===== src/sv/spr_pkg.sv =====
// shared types, constants and helpers for the stereo plate reverb
package spr_pkg;

	localparam int DATA_W = 24;
	localparam int COEF_W = 16;
	localparam int FB_W = 15;
	localparam int CNT_W = 3;
	localparam int SUM_W = 36;
	localparam int ACC_W = 50;
	localparam int IDX_W = 8;

	localparam logic [COEF_W-1:0] Q_ONE = 16'd32768;

	localparam logic [IDX_W-1:0] REG_MIX = 8'd0;
	localparam logic [IDX_W-1:0] REG_COMB_FB = 8'd1;
	localparam logic [IDX_W-1:0] REG_DAMPING = 8'd2;
	localparam logic [IDX_W-1:0] REG_TONE = 8'd3;

	localparam logic [COEF_W-1:0] MIX_RST = 16'd11469;
	localparam logic [FB_W-1:0] FB_RST = 15'd24574;
	localparam logic [COEF_W-1:0] DAMP_RST = 16'd16384;
	localparam logic [COEF_W-1:0] TONE_RST = 16'd18022;

	typedef struct packed {
		logic issue;
		logic clr;
		logic neg;
	} mac_ctl_t;

	function automatic logic [COEF_W-1:0] clamp_one(input logic [COEF_W-1:0] c);
		return (c > Q_ONE) ? Q_ONE : c;
	endfunction

	function automatic logic [COEF_W-1:0] ap_gain(input logic [CNT_W-1:0] i);
		logic [COEF_W-1:0] g;
		case (i)
			3'd0: g = 16'd24576;
			3'd1: g = 16'd26214;
			3'd2: g = 16'd27853;
			3'd3: g = 16'd29491;
			default: g = 16'd31130;
		endcase
		return g;
	endfunction

	function automatic logic signed [31:0] sat32(input logic signed [36:0] v);
		logic signed [31:0] r;
		if (v > 37'sd2147483647) begin
			r = 32'sh7fffffff;
		end else if (v < -37'sd2147483648) begin
			r = 32'sh80000000;
		end else begin
			r = v[31:0];
		end
		return r;
	endfunction

	function automatic logic signed [DATA_W-1:0] sat24(input logic signed [31:0] v);
		logic signed [DATA_W-1:0] r;
		if (v > 32'sd8388607) begin
			r = 24'sh7fffff;
		end else if (v < -32'sd8388608) begin
			r = 24'sh800000;
		end else begin
			r = v[DATA_W-1:0];
		end
		return r;
	endfunction

endpackage


===== src/sv/spr_mac.sv =====
// shared multiply-accumulate unit with q15 rounding and 32-bit saturation
module spr_mac import spr_pkg::*; (
	input  logic                clk,
	input  logic                arst_n,
	input  mac_ctl_t            ctl,
	input  logic signed [32:0]  a,
	input  logic signed [16:0]  b,
	input  logic signed [32:0]  addend,
	output logic signed [31:0]  result
);

	logic signed [ACC_W-1:0] prod_s1;
	logic                    issue_s1;
	logic                    clr_s1;
	logic signed [ACC_W-1:0] acc_q;
	logic signed [ACC_W-1:0] biased;
	logic signed [34:0]      rnd;
	logic signed [36:0]      total;

	always_ff @(posedge clk or negedge arst_n) begin
		if (!arst_n) begin
			issue_s1 <= 1'b0;
			clr_s1 <= 1'b0;
		end else begin
			issue_s1 <= ctl.issue;
			clr_s1 <= ctl.clr;
		end
	end

	always_ff @(posedge clk) begin
		prod_s1 <= a * b;
		if (issue_s1) begin
			acc_q <= clr_s1 ? prod_s1 : acc_q + prod_s1;
		end
	end

	// floor((acc + 16384) / 32768), then add or subtract from the addend
	always_comb begin
		biased = acc_q + 50'sd16384;
		rnd = 35'(biased >>> 15);
		if (ctl.neg) begin
			total = 37'(addend) - 37'(rnd);
		end else begin
			total = 37'(addend) + 37'(rnd);
		end
		result = sat32(total);
	end

endmodule


===== config.mk =====
export PLATFORM = sky130hd
export DESIGN_NAME = spr_mac
export DESIGN_NICKNAME = d
export VERILOG_FILES = /design/src/sv/spr_pkg.sv /design/src/sv/spr_mac.sv
export SDC_FILE = /design/constraint.sdc
export NUM_CORES = 2
export LEC_CHECK = 0
export BUFFER_PORTS_ARGS = -buffer_cell sky130_fd_sc_hd__buf_2
export CAP_MARGIN = 5
export CELL_PAD_IN_SITES_DETAIL_PLACEMENT = 0
export CELL_PAD_IN_SITES_GLOBAL_PLACEMENT = 2
export CORE_MARGIN = 2
export CORE_UTILIZATION = 41
export DETAILED_ROUTE_END_ITERATION = 7
export PLACE_DENSITY = 0.8
export SLEW_MARGIN = 20
export SYNTH_ARGS = -nofsm -noshare
export SYNTH_HDL_FRONTEND = slang
export SYNTH_SLANG_ARGS = --single-unit

===== constraint.sdc =====
create_clock -name clk -period 6 [get_ports clk]
set_input_delay 0.3 -clock clk [delete_from_list [all_inputs] [get_ports clk]]
set_output_delay 0.3 -clock clk [all_outputs]
set_load 0.005 [all_outputs]

-- Word-level counts from Yosys, hierarchy flattened
Cells that the tools add are included.
- register bits after elaboration: 102
- input bits: 88
- output and inout port bits: 32
- logic and storage cells: 15
- add/subtract/negate cells: 4
- multipliers: 1
- order comparisons: 2
- mux-type cells: 4
- operators with widths (operator ; count):
    $mux W32 ; 2
    $add A50 B16 Y50 const B ; 1
    $add A50 B50 Y50 ; 1
    $mul A33 B17 Y50 ; 1
    $mux W50 ; 1
    $gt A37 B32 Y1 const B ; 1
    $lt A37 B32 Y1 const B ; 1
    $mux W37 ; 1
    $add A33 B35 Y36 ; 1
    $sub A33 B35 Y36 ; 1

-- Logic depth before layout (Yosys ltp)
- depth in word-level cells: 6
- gate-level depth with buffers: 25
- mapped depth without buffers: 23

-- Worst setup path after synthesis
OpenSTA, ideal clock, no wires.
- kind: input -> register
- start point: in a[13]
- end point: reg prod_s1[48]
- setup time: 120 ps
- arrival: 6133 ps
- data required time: 5880 ps
- slack: -254 ps
- stages: 23
- buffers on the path: 1
- path through: clkbuf_1 > nand2_1 > fa_1 > inv_1 > fa_1 > inv_1 > fa_1 > inv_1 > fa_1 > inv_1 > fa_1 > inv_1 > fa_1 > ha_1 > nand3_1 > or3_1 > inv_1 > a21oi_1 > o31ai_1 > a211oi_1 > o21ai_0 > a41oi_1 > xnor2_1
- word-level cells in the longest chain between the ends: 1
- ends and longest elaborated chain (what ; RTL line ; source):
    from (decl) ; spr_mac.sv:6 ; input logic signed [32:0] a,
    $mul A33 B17 Y50 ; spr_mac.sv:31 ; prod_s1 <= a * b;
    to (signal assigned) ; spr_mac.sv:31 ;
    to (decl) ; spr_mac.sv:12 ; logic signed [ACC_W-1:0] prod_s1;
Every way passes these cells.
A chain may end at the register's enable or synchronous reset.

-- Worst setup path after layout
- start point: reg acc_q[15]
- end point: out result[0]
- word-level cells in the longest chain between the ends: 6
- elaborated cells between the ends (all ways): 8
- those cells by class: add/sub: 3; order compare: 2; mux: 3
- ends and longest elaborated chain (what ; RTL line ; source):
    from (decl) ; spr_mac.sv:15 ; logic signed [ACC_W-1:0] acc_q;
    from (signal assigned) ; spr_mac.sv:33 ; acc_q <= clr_s1 ? prod_s1 : acc_q + prod_s1;
    $add A50 B16 Y50 (*) ; spr_mac.sv:39 ; biased = acc_q + 50'sd16384;
    $add A33 B35 Y36 or $sub A33 B35 Y36 (tied branches) ; spr_mac.sv:44, spr_mac.sv:42 ;
    $mux W37 (*) ; spr_mac.sv:41 ; if (ctl.neg) begin
    $lt A37 B32 Y1 ; spr_pkg.sv:50 ; end else if (v < -37'sd2147483648) begin
    $mux W32 ; spr_pkg.sv:50 ;
    $mux W32 (*) ; spr_pkg.sv:48 ; if (v > 37'sd2147483647) begin
    to (decl) ; spr_mac.sv:9 ; output logic signed [31:0] result
Every way passes the cells marked *; elsewhere a longest branch is shown, timed or not.

==> run summary <==
=====================================================================================
Slew margin rel.                                                                26.8%
Worst-path clk slew                                                           0.06 ns
Maximum fanout along the worst path                                                 8
Detailed router's first-iteration violation count                                1155
Maximum level of the CTS H-tree                                                     3
Count of mapped cells out of synthesis                                           3216
Ports                                                                             120
Commonest non-fill, non-tap cells in the layout                          sky130_fd_sc_hd__fa_1 (530), sky130_fd_sc_hd__inv_1 (509), sky130_fd_sc_hd__nand2_1 (437)
Width of the die                                                               268 um
Primary FF master, synth                                                 sky130_fd_sc_hd__edfxtp_1
Number of maximum-capacitance constraint violations                                 0
Synthesized area                                                         0.0286 sq mm
Synth Area per Inst                                                        8.88 sq um
Via total after detailed routing                                                22.7k
Fmax                                                                          166 MHz
Via/cell ratio                                                                   5.06
Clock sink count                                                                  102
Final Max Tran Viols                                                                0
Antenna Violating Nets Remaining                                                    0
Overflow left after global routing                                                  0
Violated checks                                                          negative setup slack
Clock tree from TritonCTS                                                       built
Core Region                                                              0.0688 sq mm
Drt total wl                                                                 76700 um
Class of the most critical setup path                                    flop to output port
Delay of the slowest cell on the worst path                                   0.57 ns
Most frequent standard cell in the layout excluding fill and tap cells   sky130_fd_sc_hd__fa_1
Detail Placement HPWL                                                        65600 um
Synth Area in Simple Gates                                                      18.0%
Source of the worst hold timing path                                           ctl[1]
Class of the tightest hold or removal check                              input port to flop
Wire length per cell after detailed routing                                   17.1 um
Largest clock skew in the final design                                      0.0174 ns
Rows                                                                               96
Category of the worst setup path launch point                                    flop
Status                                                                   finished, violations left
Post-route clock period utilization                                              101%
Die area                                                                 0.0718 sq mm
Total of flip-flops plus latches after synthesis                                  102
Final weighted congestion in routability-driven placement                       0.880
Total number of nets in the final design                                         4386
Post-synth cell types                                                              83
Sort of element at the end of the critical path                           output port
Synthesized Nets                                                                 4045
Pin slew with the least headroom to its limit                                 1.07 ns
Number of fillers in the final layout                                            6668
Worst path most repeated cell                                            sky130_fd_sc_hd__buf_4
Slowest library cell on the worst path                                   sky130_fd_sc_hd__or4_4
Clock latency reported for the late side of the worst-skew pair               0.37 ns
Worst Path Required                                                           5.70 ns
Starting density of the core                                                    41.5%
CTS Buffer Depth                                                                    2
Combinational family with the most area after synthesis                   adder cells
N_diodes                                                                            0
Origin of the critical flop-to-flop path                                    acc_q[14]
Share of final-layout standard cells stronger than drive strength 1             16.7%
DRC                                                                                 0
Pin count of the biggest net entering global routing                               51
Unrepaired setup endpoints after global routing                                  true
Mux cell area share after synthesis                                            0.407%
Total setup violations reported at the end of the flow                             31
Number of global-route vias before repair                                       24.1k
Area added between synthesis and finish                                         17.6%
Hold Violations, Final                                                              0
Asr flop ratio synth                                                            1.96%
Inserted Clock Buffers                                                              9
Number of warnings issued by yosys                                                  0
Xor and xnor area share after synthesis                                         5.49%
Final instance count without filler cells                                        4493
First-pass GRT wire length                                                  125000 um
Vert. Die Dim                                                                  268 um
GR Util All Layers                                                              21.7%
Worst Setup SP                                                              acc_q[15]
# placed instances                                                               4445
Number of port buffers                                                            119
Minimum period implied by the final worst setup slack                         6.03 ns
Setup WS post-layout                                                       -0.0343 ns
CTS Root Cell                                                            sky130_fd_sc_hd__clkbuf_16
Sequential share of the synthesized area                                        8.93%
Number of optimization iterations in the first detailed-route pass                  5
Hold slack final                                                            0.0445 ns
Number of antenna violations at the first check in global routing                   0
Adder-Cell Fraction of Synth Area                                               46.6%
Fraction of the mapped netlist area in compound gates                           11.9%
CP Data Arrival Time                                                          5.73 ns
Number of enable flip-flop cells after synthesis                                   50
=====================================================================================
-- sequential cells by signal, summed over array words and instances (netlist names) --
register	cells
prod_s1	50
issue_s1	1
clr_s1	1
acc_q	50
-- layer usage --
metal	part of all wire (%)	GRT usage [%]
met5	0	0
met2	47	36.3
met3	3.9	1.58
met4	0.92	3.11
met1	48	31.7
-- worst max-delay path, delay by kind of cell (launching register included) --
kind,cells,cell delay (ns)
adder cells (fa/ha/maj),1,0.35
buffers and inverters,7,1.06
flip-flops,1,0.49
AO/OA/AOI/OAI,8,1.07
AND/OR/NAND/NOR,8,1.90
XOR/XNOR,1,0.17
multiplexers,1,0.32
-- per-stage QoR --
| step | setup TNS (ns) | utilization, % | setup WS [ns] | instance area (sq um) |
|---|---|---|---|---|
| 3_5_place_dp | -9.16 | 46.9 | -0.666 | 32200 |
| 6_report | -0.779 | 48.8 | -0.0343 | 33600 |
| 2_1_floorplan | 0 | - | 0.00291 | 28600 |
| 3_3_place_gp | -6.40 | 46.9 | -0.557 | 32200 |
| 5_1_grt | -9.31 | 48.8 | -0.311 | 33600 |
| 4_1_cts | -0.000418 | 47.8 | -0.000418 | 32900 |
-- cell type report --
class	count	area (sq um)	area share, %
tap	931	1160	3.47
sequential	102	2550	7.60
inverter	512	1920	5.72
clock buffer	14	318	0.946
multi-input combinational	2470	24000	71.5
timing repair buffer	462	3580	10.6
clock inverter	2	38.8	0.115
-- synth_stat cells (27+ instances only) --
| cell | number | area, sq um |
|---|---|---|
| sky130_fd_sc_hd__nand2b_1 | 56 | 350 |
| sky130_fd_sc_hd__ha_1 | 203 | 2540 |
| sky130_fd_sc_hd__nor2_1 | 94 | 353 |
| sky130_fd_sc_hd__nand2_1 | 441 | 1660 |
| sky130_fd_sc_hd__inv_1 | 511 | 1920 |
| sky130_fd_sc_hd__a21oi_1 | 123 | 616 |
| sky130_fd_sc_hd__fa_1 | 538 | 10800 |
| sky130_fd_sc_hd__nand3_1 | 44 | 220 |
| sky130_fd_sc_hd__and2_1 | 238 | 1490 |
| sky130_fd_sc_hd__nor3_1 | 27 | 135 |
| sky130_fd_sc_hd__clkbuf_1 | 112 | 420 |
| sky130_fd_sc_hd__xnor2_1 | 116 | 1020 |
| sky130_fd_sc_hd__dfxtp_1 | 50 | 1000 |
| sky130_fd_sc_hd__xor2_1 | 63 | 552 |
| sky130_fd_sc_hd__a21o_1 | 123 | 923 |
| sky130_fd_sc_hd__o21ai_0 | 94 | 470 |
| sky130_fd_sc_hd__edfxtp_1 | 50 | 1500 |
-- repair_timing --
action,CTS,global route
hold buffers,1,0
cloned,1,5
pin swaps,13,54
gates resized for setup,47,122
buffers inserted,11,16
endpoints found under the setup margin,43,48
hold endpoints to repair,2,0
-- path summary, 6_finish.rpt --
path                        endpoint  slack (ns)  cells past startpoint
min in group asynchronous   issue_s1        0.25                      2
min reg2reg                acc_q[38]        0.54                      2
min                           clr_s1        0.04                      1
max reg2reg                acc_q[49]        1.92                     12
max                        result[0]       -0.03                     26
max in group asynchronous     clr_s1        5.64                      2
-- cell families after synthesis --
| family | after synthesis |
|---|---|
| xor gates and xnor gates | 179 |
| adders and majority gates | 741 |
| AOI/OAI and AO/OA | 508 |
| and+or+nand+nor | 1031 |
| buffers and inverters | 644 |
| muxes | 11 |
| DFF | 102 |
Power is left out: the tool's default activity adds up to more than one toggle a clock period on the data nets, which glitch-free logic cannot reach.
