`src/sv/spr_pkg.sv`:
```
// shared types, constants and helpers for the stereo plate reverb
package spr_pkg;

	localparam int DATA_W = 24;
	localparam int COEF_W = 16;
	localparam int FB_W = 15;
	localparam int CNT_W = 3;
	localparam int SUM_W = 36;
	localparam int ACC_W = 50;
	localparam int IDX_W = 8;

	localparam logic [COEF_W-1:0] Q_ONE = 16'd32768;

	localparam logic [IDX_W-1:0] REG_MIX = 8'd0;
	localparam logic [IDX_W-1:0] REG_COMB_FB = 8'd1;
	localparam logic [IDX_W-1:0] REG_DAMPING = 8'd2;
	localparam logic [IDX_W-1:0] REG_TONE = 8'd3;

	localparam logic [COEF_W-1:0] MIX_RST = 16'd11469;
	localparam logic [FB_W-1:0] FB_RST = 15'd24574;
	localparam logic [COEF_W-1:0] DAMP_RST = 16'd16384;
	localparam logic [COEF_W-1:0] TONE_RST = 16'd18022;

	typedef struct packed {
		logic issue;
		logic clr;
		logic neg;
	} mac_ctl_t;

	function automatic logic [COEF_W-1:0] clamp_one(input logic [COEF_W-1:0] c);
		return (c > Q_ONE) ? Q_ONE : c;
	endfunction

	function automatic logic [COEF_W-1:0] ap_gain(input logic [CNT_W-1:0] i);
		logic [COEF_W-1:0] g;
		case (i)
			3'd0: g = 16'd24576;
			3'd1: g = 16'd26214;
			3'd2: g = 16'd27853;
			3'd3: g = 16'd29491;
			default: g = 16'd31130;
		endcase
		return g;
	endfunction

	function automatic logic signed [31:0] sat32(input logic signed [36:0] v);
		logic signed [31:0] r;
		if (v > 37'sd2147483647) begin
			r = 32'sh7fffffff;
		end else if (v < -37'sd2147483648) begin
			r = 32'sh80000000;
		end else begin
			r = v[31:0];
		end
		return r;
	endfunction

	function automatic logic signed [DATA_W-1:0] sat24(input logic signed [31:0] v);
		logic signed [DATA_W-1:0] r;
		if (v > 32'sd8388607) begin
			r = 24'sh7fffff;
		end else if (v < -32'sd8388608) begin
			r = 24'sh800000;
		end else begin
			r = v[DATA_W-1:0];
		end
		return r;
	endfunction

endpackage

```
`src/sv/spr_div.sv`:
```
// divider of the comb sum by a small constant, truncating toward zero
module spr_div import spr_pkg::*; #(
	parameter int DIVISOR = 3
) (
	input  logic                    clk,
	input  logic                    arst_n,
	input  logic                    start,
	input  logic signed [SUM_W-1:0] dividend,
	output logic                    done,
	output logic signed [31:0]      quotient
);

	// floor(n / DIVISOR) equals (n * RECIP) >> SHIFT for every magnitude below 2**SUM_W
	localparam int SHIFT = SUM_W + 3;
	localparam logic [63:0] RECIP = ((64'd1 << SHIFT) + 64'(DIVISOR) - 64'd1) / 64'(DIVISOR);
	localparam int HALF_W = 20;
	localparam logic [HALF_W-1:0] RECIP_LO = RECIP[HALF_W-1:0];
	localparam logic [HALF_W-1:0] RECIP_HI = RECIP[2*HALF_W-1:HALF_W];
	localparam int PROD_W = SUM_W + HALF_W;
	localparam int MUL_ACC_W = PROD_W + HALF_W;

	logic [SUM_W-1:0]     mag_q;
	logic                 neg_q;
	logic                 busy_q;
	logic                 hi_q;
	logic                 done_q;
	logic [MUL_ACC_W-1:0] acc_q;
	logic [HALF_W-1:0]    coef;
	logic [PROD_W-1:0]    prod;
	logic [31:0]          qmag;

	// low half of the reciprocal first, then the high half shifted up
	assign coef = hi_q ? RECIP_HI : RECIP_LO;
	assign prod = PROD_W'(mag_q) * PROD_W'(coef);

	always_ff @(posedge clk or negedge arst_n) begin
		if (!arst_n) begin
			busy_q <= 1'b0;
			hi_q <= 1'b0;
			done_q <= 1'b0;
		end else begin
			done_q <= 1'b0;
			if (start) begin
				busy_q <= 1'b1;
				hi_q <= 1'b0;
			end else if (busy_q) begin
				if (hi_q) begin
					busy_q <= 1'b0;
					hi_q <= 1'b0;
					done_q <= 1'b1;
				end else begin
					hi_q <= 1'b1;
				end
			end
		end
	end

	always_ff @(posedge clk) begin
		if (start) begin
			neg_q <= dividend[SUM_W-1];
			mag_q <= dividend[SUM_W-1] ? SUM_W'(-dividend) : dividend;
		end else if (busy_q) begin
			if (hi_q) begin
				acc_q <= acc_q + {prod, {HALF_W{1'b0}}};
			end else begin
				acc_q <= MUL_ACC_W'(prod);
			end
		end
	end

	assign qmag = acc_q[SHIFT +: 32];
	assign done = done_q;
	assign quotient = neg_q ? -qmag : qmag;

endmodule

```
`config.mk`:
```
export PLATFORM = sky130hd
export DESIGN_NAME = spr_div
export DESIGN_NICKNAME = d
export VERILOG_FILES = /design/src/sv/spr_pkg.sv /design/src/sv/spr_div.sv
export SDC_FILE = /design/constraint.sdc
export NUM_CORES = 1
export LEC_CHECK = 0
export BUFFER_PORTS_ARGS = -buffer_cell sky130_fd_sc_hd__clkbuf_2
export CAP_MARGIN = 20
export CORE_AREA = 2 2 213 299
export CTS_CLUSTER_DIAMETER = 120
export DETAILED_ROUTE_END_ITERATION = 6
export DIE_AREA = 0 0 215 301
export MAX_ROUTING_LAYER = met4
export PLACE_DENSITY_LB_ADDON = 0.08
export SYNTH_ARGS = -nofsm -noshare
export SYNTH_HDL_FRONTEND = slang
export SYNTH_SLANG_ARGS = --single-unit
```
`constraint.sdc`:
```
create_clock -name clk -period 14.9 [get_ports clk]
set_input_delay 2.235 -clock clk [delete_from_list [all_inputs] [get_ports clk]]
set_output_delay 2.235 -clock clk [all_outputs]
set_load 0.01 [all_outputs]
```
Word level (Yosys, flattened, before mapping)
Cells that the tools add are included.
- add/sub/neg operators: 3
- $mul: 1
- mux-type cells: 12
- bitwise operators: 1
- reduce and logical (&&, ||, !) cells: 2
- operators with widths (cell ; count):
    adder 76 bit ; 1
    multiplier 36 x 20 -> 56 bit ; 1
    two-way mux 56 bit ; 1
    negation 36 bit ; 1
    two-way mux 35 bit ; 1
    two-way mux 32 bit ; 1
    negation 32 bit ; 1
    two-way mux 20 bit ; 1
    two-way mux 1 bit ; 8
    AND reduction 2 bit ; 1
    nonzero test 2 bit ; 1
    inverter 1 bit ; 1
- flip-flop bits (word level): 116
- input port bits: 39
- output and inout bits: 33
- word-level logic and storage cells: 27

Longest topological paths before layout
- depth in word-level cells: 4
- mapped depth: 38
- depth with buffers taken out: 34

Worst setup path before layout
Ideal clock, no wire load.
- path type: reg2reg
- from: reg hi_q
- to: reg acc_q[69] (data pin)
- setup time: 268 ps
- arrival: 8084 ps
- data required time: 14632 ps
- slack: 6548 ps
- stages on the path, launching flop included: 33
- path buffers: 4
- clock period less this slack: 8352 ps
- cells stage by stage: dfrtp_1 -> clkbuf_1 -> clkbuf_1 -> nor2b_1 -> ha_1 -> fa_1 -> fa_1 -> inv_1 -> fa_1 -> fa_1 -> inv_1 -> fa_1 -> inv_1 -> fa_1 -> inv_1 -> ha_1 -> clkbuf_1 -> and3_1 -> a221oi_1 -> o21ai_0 -> a21oi_1 -> xnor2_1 -> ha_1 -> clkbuf_1 -> a21o_1 -> a21o_1 -> a21o_1 -> or3_1 -> o21ai_0 -> o221a_2 -> o2111ai_1 -> a21oi_1 -> nor3b_1
- cells in the longest elaborated chain, start to end: 3
- RTL lines (element ; RTL line ; source):
    start, declared ; spr_div.sv:25 ; logic hi_q;
    start signal, assigned ; spr_div.sv:39 ; hi_q <= 1'b0;
    start signal, assigned ; spr_div.sv:45 ; hi_q <= 1'b0;
    start signal, assigned ; spr_div.sv:49 ; hi_q <= 1'b0;
    two-way mux 20 bit ; spr_div.sv:33 ; assign coef = hi_q ? RECIP_HI : RECIP_LO;
    multiplier 36 x 20 -> 56 bit ; spr_div.sv:34 ; assign prod = PROD_W'(mag_q) * PROD_W'(coef);
    adder 76 bit ; spr_div.sv:64 ; acc_q <= acc_q + {prod, {HALF_W{1'b0}}};
    end signal, assigned ; spr_div.sv:64 ;
    end signal, assigned ; spr_div.sv:66 ; acc_q <= MUL_ACC_W'(prod);
    end, declared ; spr_div.sv:27 ; logic [MUL_ACC_W-1:0] acc_q;
Several ways; a longest one is shown, not always the timed one.
A chain may end at the register's enable or synchronous reset.

Final worst setup path
- from: reg mag_q[1]
- to: reg acc_q[69] (data pin)
- cells in the longest elaborated chain, start to end: 2
- RTL lines (element ; RTL line ; source):
    start, declared ; spr_div.sv:22 ; logic [SUM_W-1:0] mag_q;
    start signal, assigned ; spr_div.sv:61 ; mag_q <= dividend[SUM_W-1] ? SUM_W'(-dividend) : dividend;
    multiplier 36 x 20 -> 56 bit ; spr_div.sv:34 ;
    adder 76 bit ; spr_div.sv:64 ;
No other way between the ends.

==> summary.md <==
The flow ran to the end, and the final reports show no timing, DRC or antenna violations. The initial cell density of the core is 0.349, and the reg-to-reg setup timing slack is 5.34 ns. The vias after detailed routing is 16200, and the post-synthesis to final-layout area growth is 7.11%. The met3 routing resource usage after global routing is 0.0148.

The number of nets in the layout is 3078. The run gives 2362 as the synthesized instance count. The number of warning messages in the yosys log is 0. The library cells used most frequently in the layout, excluding fill and tap cells, are inv_1 (587), ha_1 (358), fa_1 (286), xnor2_1 (128), nand2_1 (127). The first global-routing pass estimated 107 mm of wire.

The HPWL after detailed placement is 61.3 mm. The number of gates resized after CTS was 0. Width of the die: 215 µm.

The logic depth of the worst register-to-register path is 29. The run gives 2 as the maximum number of buffers from clock root to sink. For the number of hold-slack violations in the final timing report, the log shows 0.

The initialized floorplan defines 108 standard-cell rows. TritonCTS built the clock tree. The H-tree was split into 3 levels. The post-synthesis xor/xnor area fraction is 0.0649. The cell area that synthesis handed to floorplanning was 0.0216 mm². The hold path depth was 1. Setup violations remaining at the end of the flow were counted as 0.

The count of antenna diodes in the layout is 0. The detailed-route wire length per cell was 21.5 µm. The clock net in this run drives a total of 91 sinks.

The number of unique standard cell types used by synthesis was 70. Counting I/O delays and the setup requirement, the final critical path takes 9.56 ns. The synthesis-stage register bit count is 91, and the highest clock frequency the design can meet is 105 MHz.

The reg-to-reg endpoint was acc_q[69]$_SDFFCE_PN0P_. The run gives 5 as the detailed-routing iteration count for the pre-antenna-repair pass. Along the worst path, the maximum fanout reaches 8.

The number of nets in the synthesized netlist is 3045. The root cell of the clock tree was clkbuf_16. STA puts the critical path data arrival time at 9.69 ns.

The maximum number of pins on one net before global-route repair was 53. The most common cell after layout, fill and taps aside was inv_1. Setup repair after global routing left no endpoint under its margin. The async set-reset flop share out of synthesis is 0.0330, and the register clock-pin slew on the reported worst setup and hold paths is 0.08 ns.

The tools report the final sum of negative setup slack as 0 ns. In this run, CTS created clock tree buffers numbering 9. The chip height is 301 µm, and the area of the placeable core is 0.0619 mm². The violation count after the first detailed-routing iteration came out at 868. Averaged over all synthesized cells, the footprint is 9.14 µm². The worst hold path begins at busy_q$_DFF_PN0_. The met2 usage in global routing is 0.422. The worst setup path is launched from a flop.

The dominant combinational cell family by area after synthesis is adder cells. The floorplan step defined a die boundary enclosing 0.0647 mm². Yosys mapped a number of flops with a built-in enable equal to 88. The tools report the via count of the first global-routing pass as 17600. The critical path in this run is classified as flop to flop. Pin placement for this block handled 72 I/O pins. Clock tree skew after final layout: 0.0256 ns. The logs give 0 for the number of pins with negative max-slew slack in the final report and 0.255 for the global routing usage on met1. The initial antenna violation count came out at 0. The synthesized-area fraction occupied by and/or/nand/nor cells works out to 0.0903. Share of layout cells above drive strength 1: 0.0575. The routed wire length was 69.4 mm.

The multiplexer share of the synthesized area works out to 0.0108. The logs give 0.227 for the combined global-route utilization of all metal layers and 0 for the post-CTS setup buffer count. The synthesized-area fraction occupied by adder cells is 0.473, and the period utilization is 0.641. For this run, the slowest stage of the critical path takes 0.64 ns.

Sequential element share of the synthesized area: 0.126. Port buffering added 71 buffers. After detailed routing, the number of vias per cell comes to 5.02.

STA puts the critical path data required time at 15.03 ns. The worst hold path terminates at busy_q$_DFF_PN0_. Among all flip-flop cells after synthesis, the most frequent one is edfxtp_1.

The transition time at the pin with the least slew margin is 0.834 ns. For the max-slew headroom at the worst pin, the log shows 0.437. The cell that appears most often on the critical path is fa_1. The count of nets left with antenna violations once routing finished came out at 0. The global routing stage identified its most utilized layer as met2. STA classifies the critical path endpoint as a flop. In this run the critical register-to-register path is launched from mag_q[1]$_DFFE_PP_. Worst hold-check path type: flop to flop.

On the critical path, the stage with the largest delay is an instance of edfxtp_1. At the later pin of the worst-skew pair, clock insertion delay measures 0.41 ns. The post-synthesis compound-gate area fraction was 0.123; the number of remaining DRC errors was 0.

The total overflow left after global routing is 0. The congestion estimate from routability-driven global placement came to 0.945. The number of maximum-capacitance violations is 0. Buffers inserted to repair hold after CTS numbered 0.
==> worst max-delay path by stage <==
| stage | cells after the start | endpoint | startpoint |
|---|---|---|---|
| CTS | 29 | acc_q[70]$_SDFFCE_PN0P_ | mag_q[5]$_DFFE_PP_ |
| global route | 27 | acc_q[66]$_SDFFCE_PN0P_ | mag_q[1]$_DFFE_PP_ |
| finish | 29 | acc_q[69]$_SDFFCE_PN0P_ | mag_q[1]$_DFFE_PP_ |
| floorplan | 32 | acc_q[69]$_SDFFCE_PN0P_ | hi_q$_DFFE_PN0P_ |
| global placement | 29 | acc_q[70]$_SDFFCE_PN0P_ | mag_q[5]$_DFFE_PP_ |
| detailed placement | 29 | acc_q[70]$_SDFFCE_PN0P_ | mag_q[5]$_DFFE_PP_ |
==> registers in the layout (all words and copies together) (netlist names) <==
name and flops:
hi_q 1, neg_q 1, mag_q 36, acc_q 51, done 1, busy_q 1
==> synth_stat cells (all sizes together), types with 4 or more instances <==
| cell | count | area share |
|---|---|---|
| o41ai | 9 | 0.0043 |
| o21ai | 89 | 0.021 |
| a21oi | 104 | 0.024 |
| a31o | 6 | 0.0024 |
| o21bai | 14 | 0.0049 |
| buf | 4 | 0.0013 |
| nor2 | 87 | 0.015 |
| ha | 358 | 0.21 |
| fa | 286 | 0.27 |
| nand4 | 25 | 0.0072 |
| clkbuf | 50 | 0.0087 |
| o21a | 13 | 0.0045 |
| nand2b | 21 | 0.0061 |
| or4 | 11 | 0.0044 |
| nand3 | 22 | 0.0051 |
| o211ai | 7 | 0.0024 |
| a41oi | 5 | 0.0020 |
| mux2 | 18 | 0.0094 |
| nand2 | 127 | 0.022 |
| nor3 | 19 | 0.0044 |
| and2 | 11 | 0.0032 |
| xnor2 | 128 | 0.052 |
| or2 | 5 | 0.0014 |
| inv | 588 | 0.10 |
| a31oi | 12 | 0.0035 |
| nor4 | 8 | 0.0023 |
| xor2 | 32 | 0.013 |
| o31ai | 22 | 0.0076 |
| and3 | 9 | 0.0026 |
| a211oi | 10 | 0.0035 |
| nor2b | 20 | 0.0058 |
| edfxtp | 88 | 0.12 |
| a21o | 72 | 0.025 |
| a21boi | 6 | 0.0021 |
| a221oi | 6 | 0.0024 |
| or3 | 24 | 0.0078 |
==> layout make-up <==
| cell class | count | area (µm²) |
|---|---|---|
| Timing Repair Buffer | 76 | 393 |
| Fill cell | 6484 | 38800 |
| Clock inverter | 7 | 91.3 |
| Inverter | 588 | 2210 |
| Clock buffer | 9 | 225 |
| Multi-Input combinational cell | 1629 | 16500 |
| Tap cell | 825 | 1030 |
| Sequential cell | 91 | 2720 |
==> per-stage QoR <==
step                      worst slack, ns  utilization  area, µm²  cells  hold slack (ns)
after floorplan                      6.55            -      21600   2362            0.488
after global placement               5.38        0.369      22800   3209            0.657
after detailed placement             5.45        0.369      22800   3209            0.660
after CTS                            5.42        0.374      23100   3225            0.680
after global routing                 4.83        0.374      23100   3225            0.722
final                                5.34        0.374      23100   3225            0.641
==> worst max-delay path: cells and delay by family, from the launching register on <==
kind / cells / cell delay, ns
flops: 1 / 0.64
fa+ha+maj: 9 / 4.20
xor+xnor: 1 / 0.35
simple gates: 5 / 1.32
compound gates: 10 / 2.55
buf+inv: 4 / 0.23
==> routing by layer <==
metal  up-vias  share of wire
met4         0          0.039
met1      8073           0.40
met3        88          0.018
met2       266           0.54
li1       7750              -
met5         -              0
==> cell families after synthesis <==
logic type	Yosys count
fa+ha+maj	644
xor+xnor	160
compound gates	408
buf+inv	642
flops	91
mux	21
simple gates	396
Power is not shown: default switching activity piles up to over one toggle a cycle in this logic, so the estimate is an artifact.
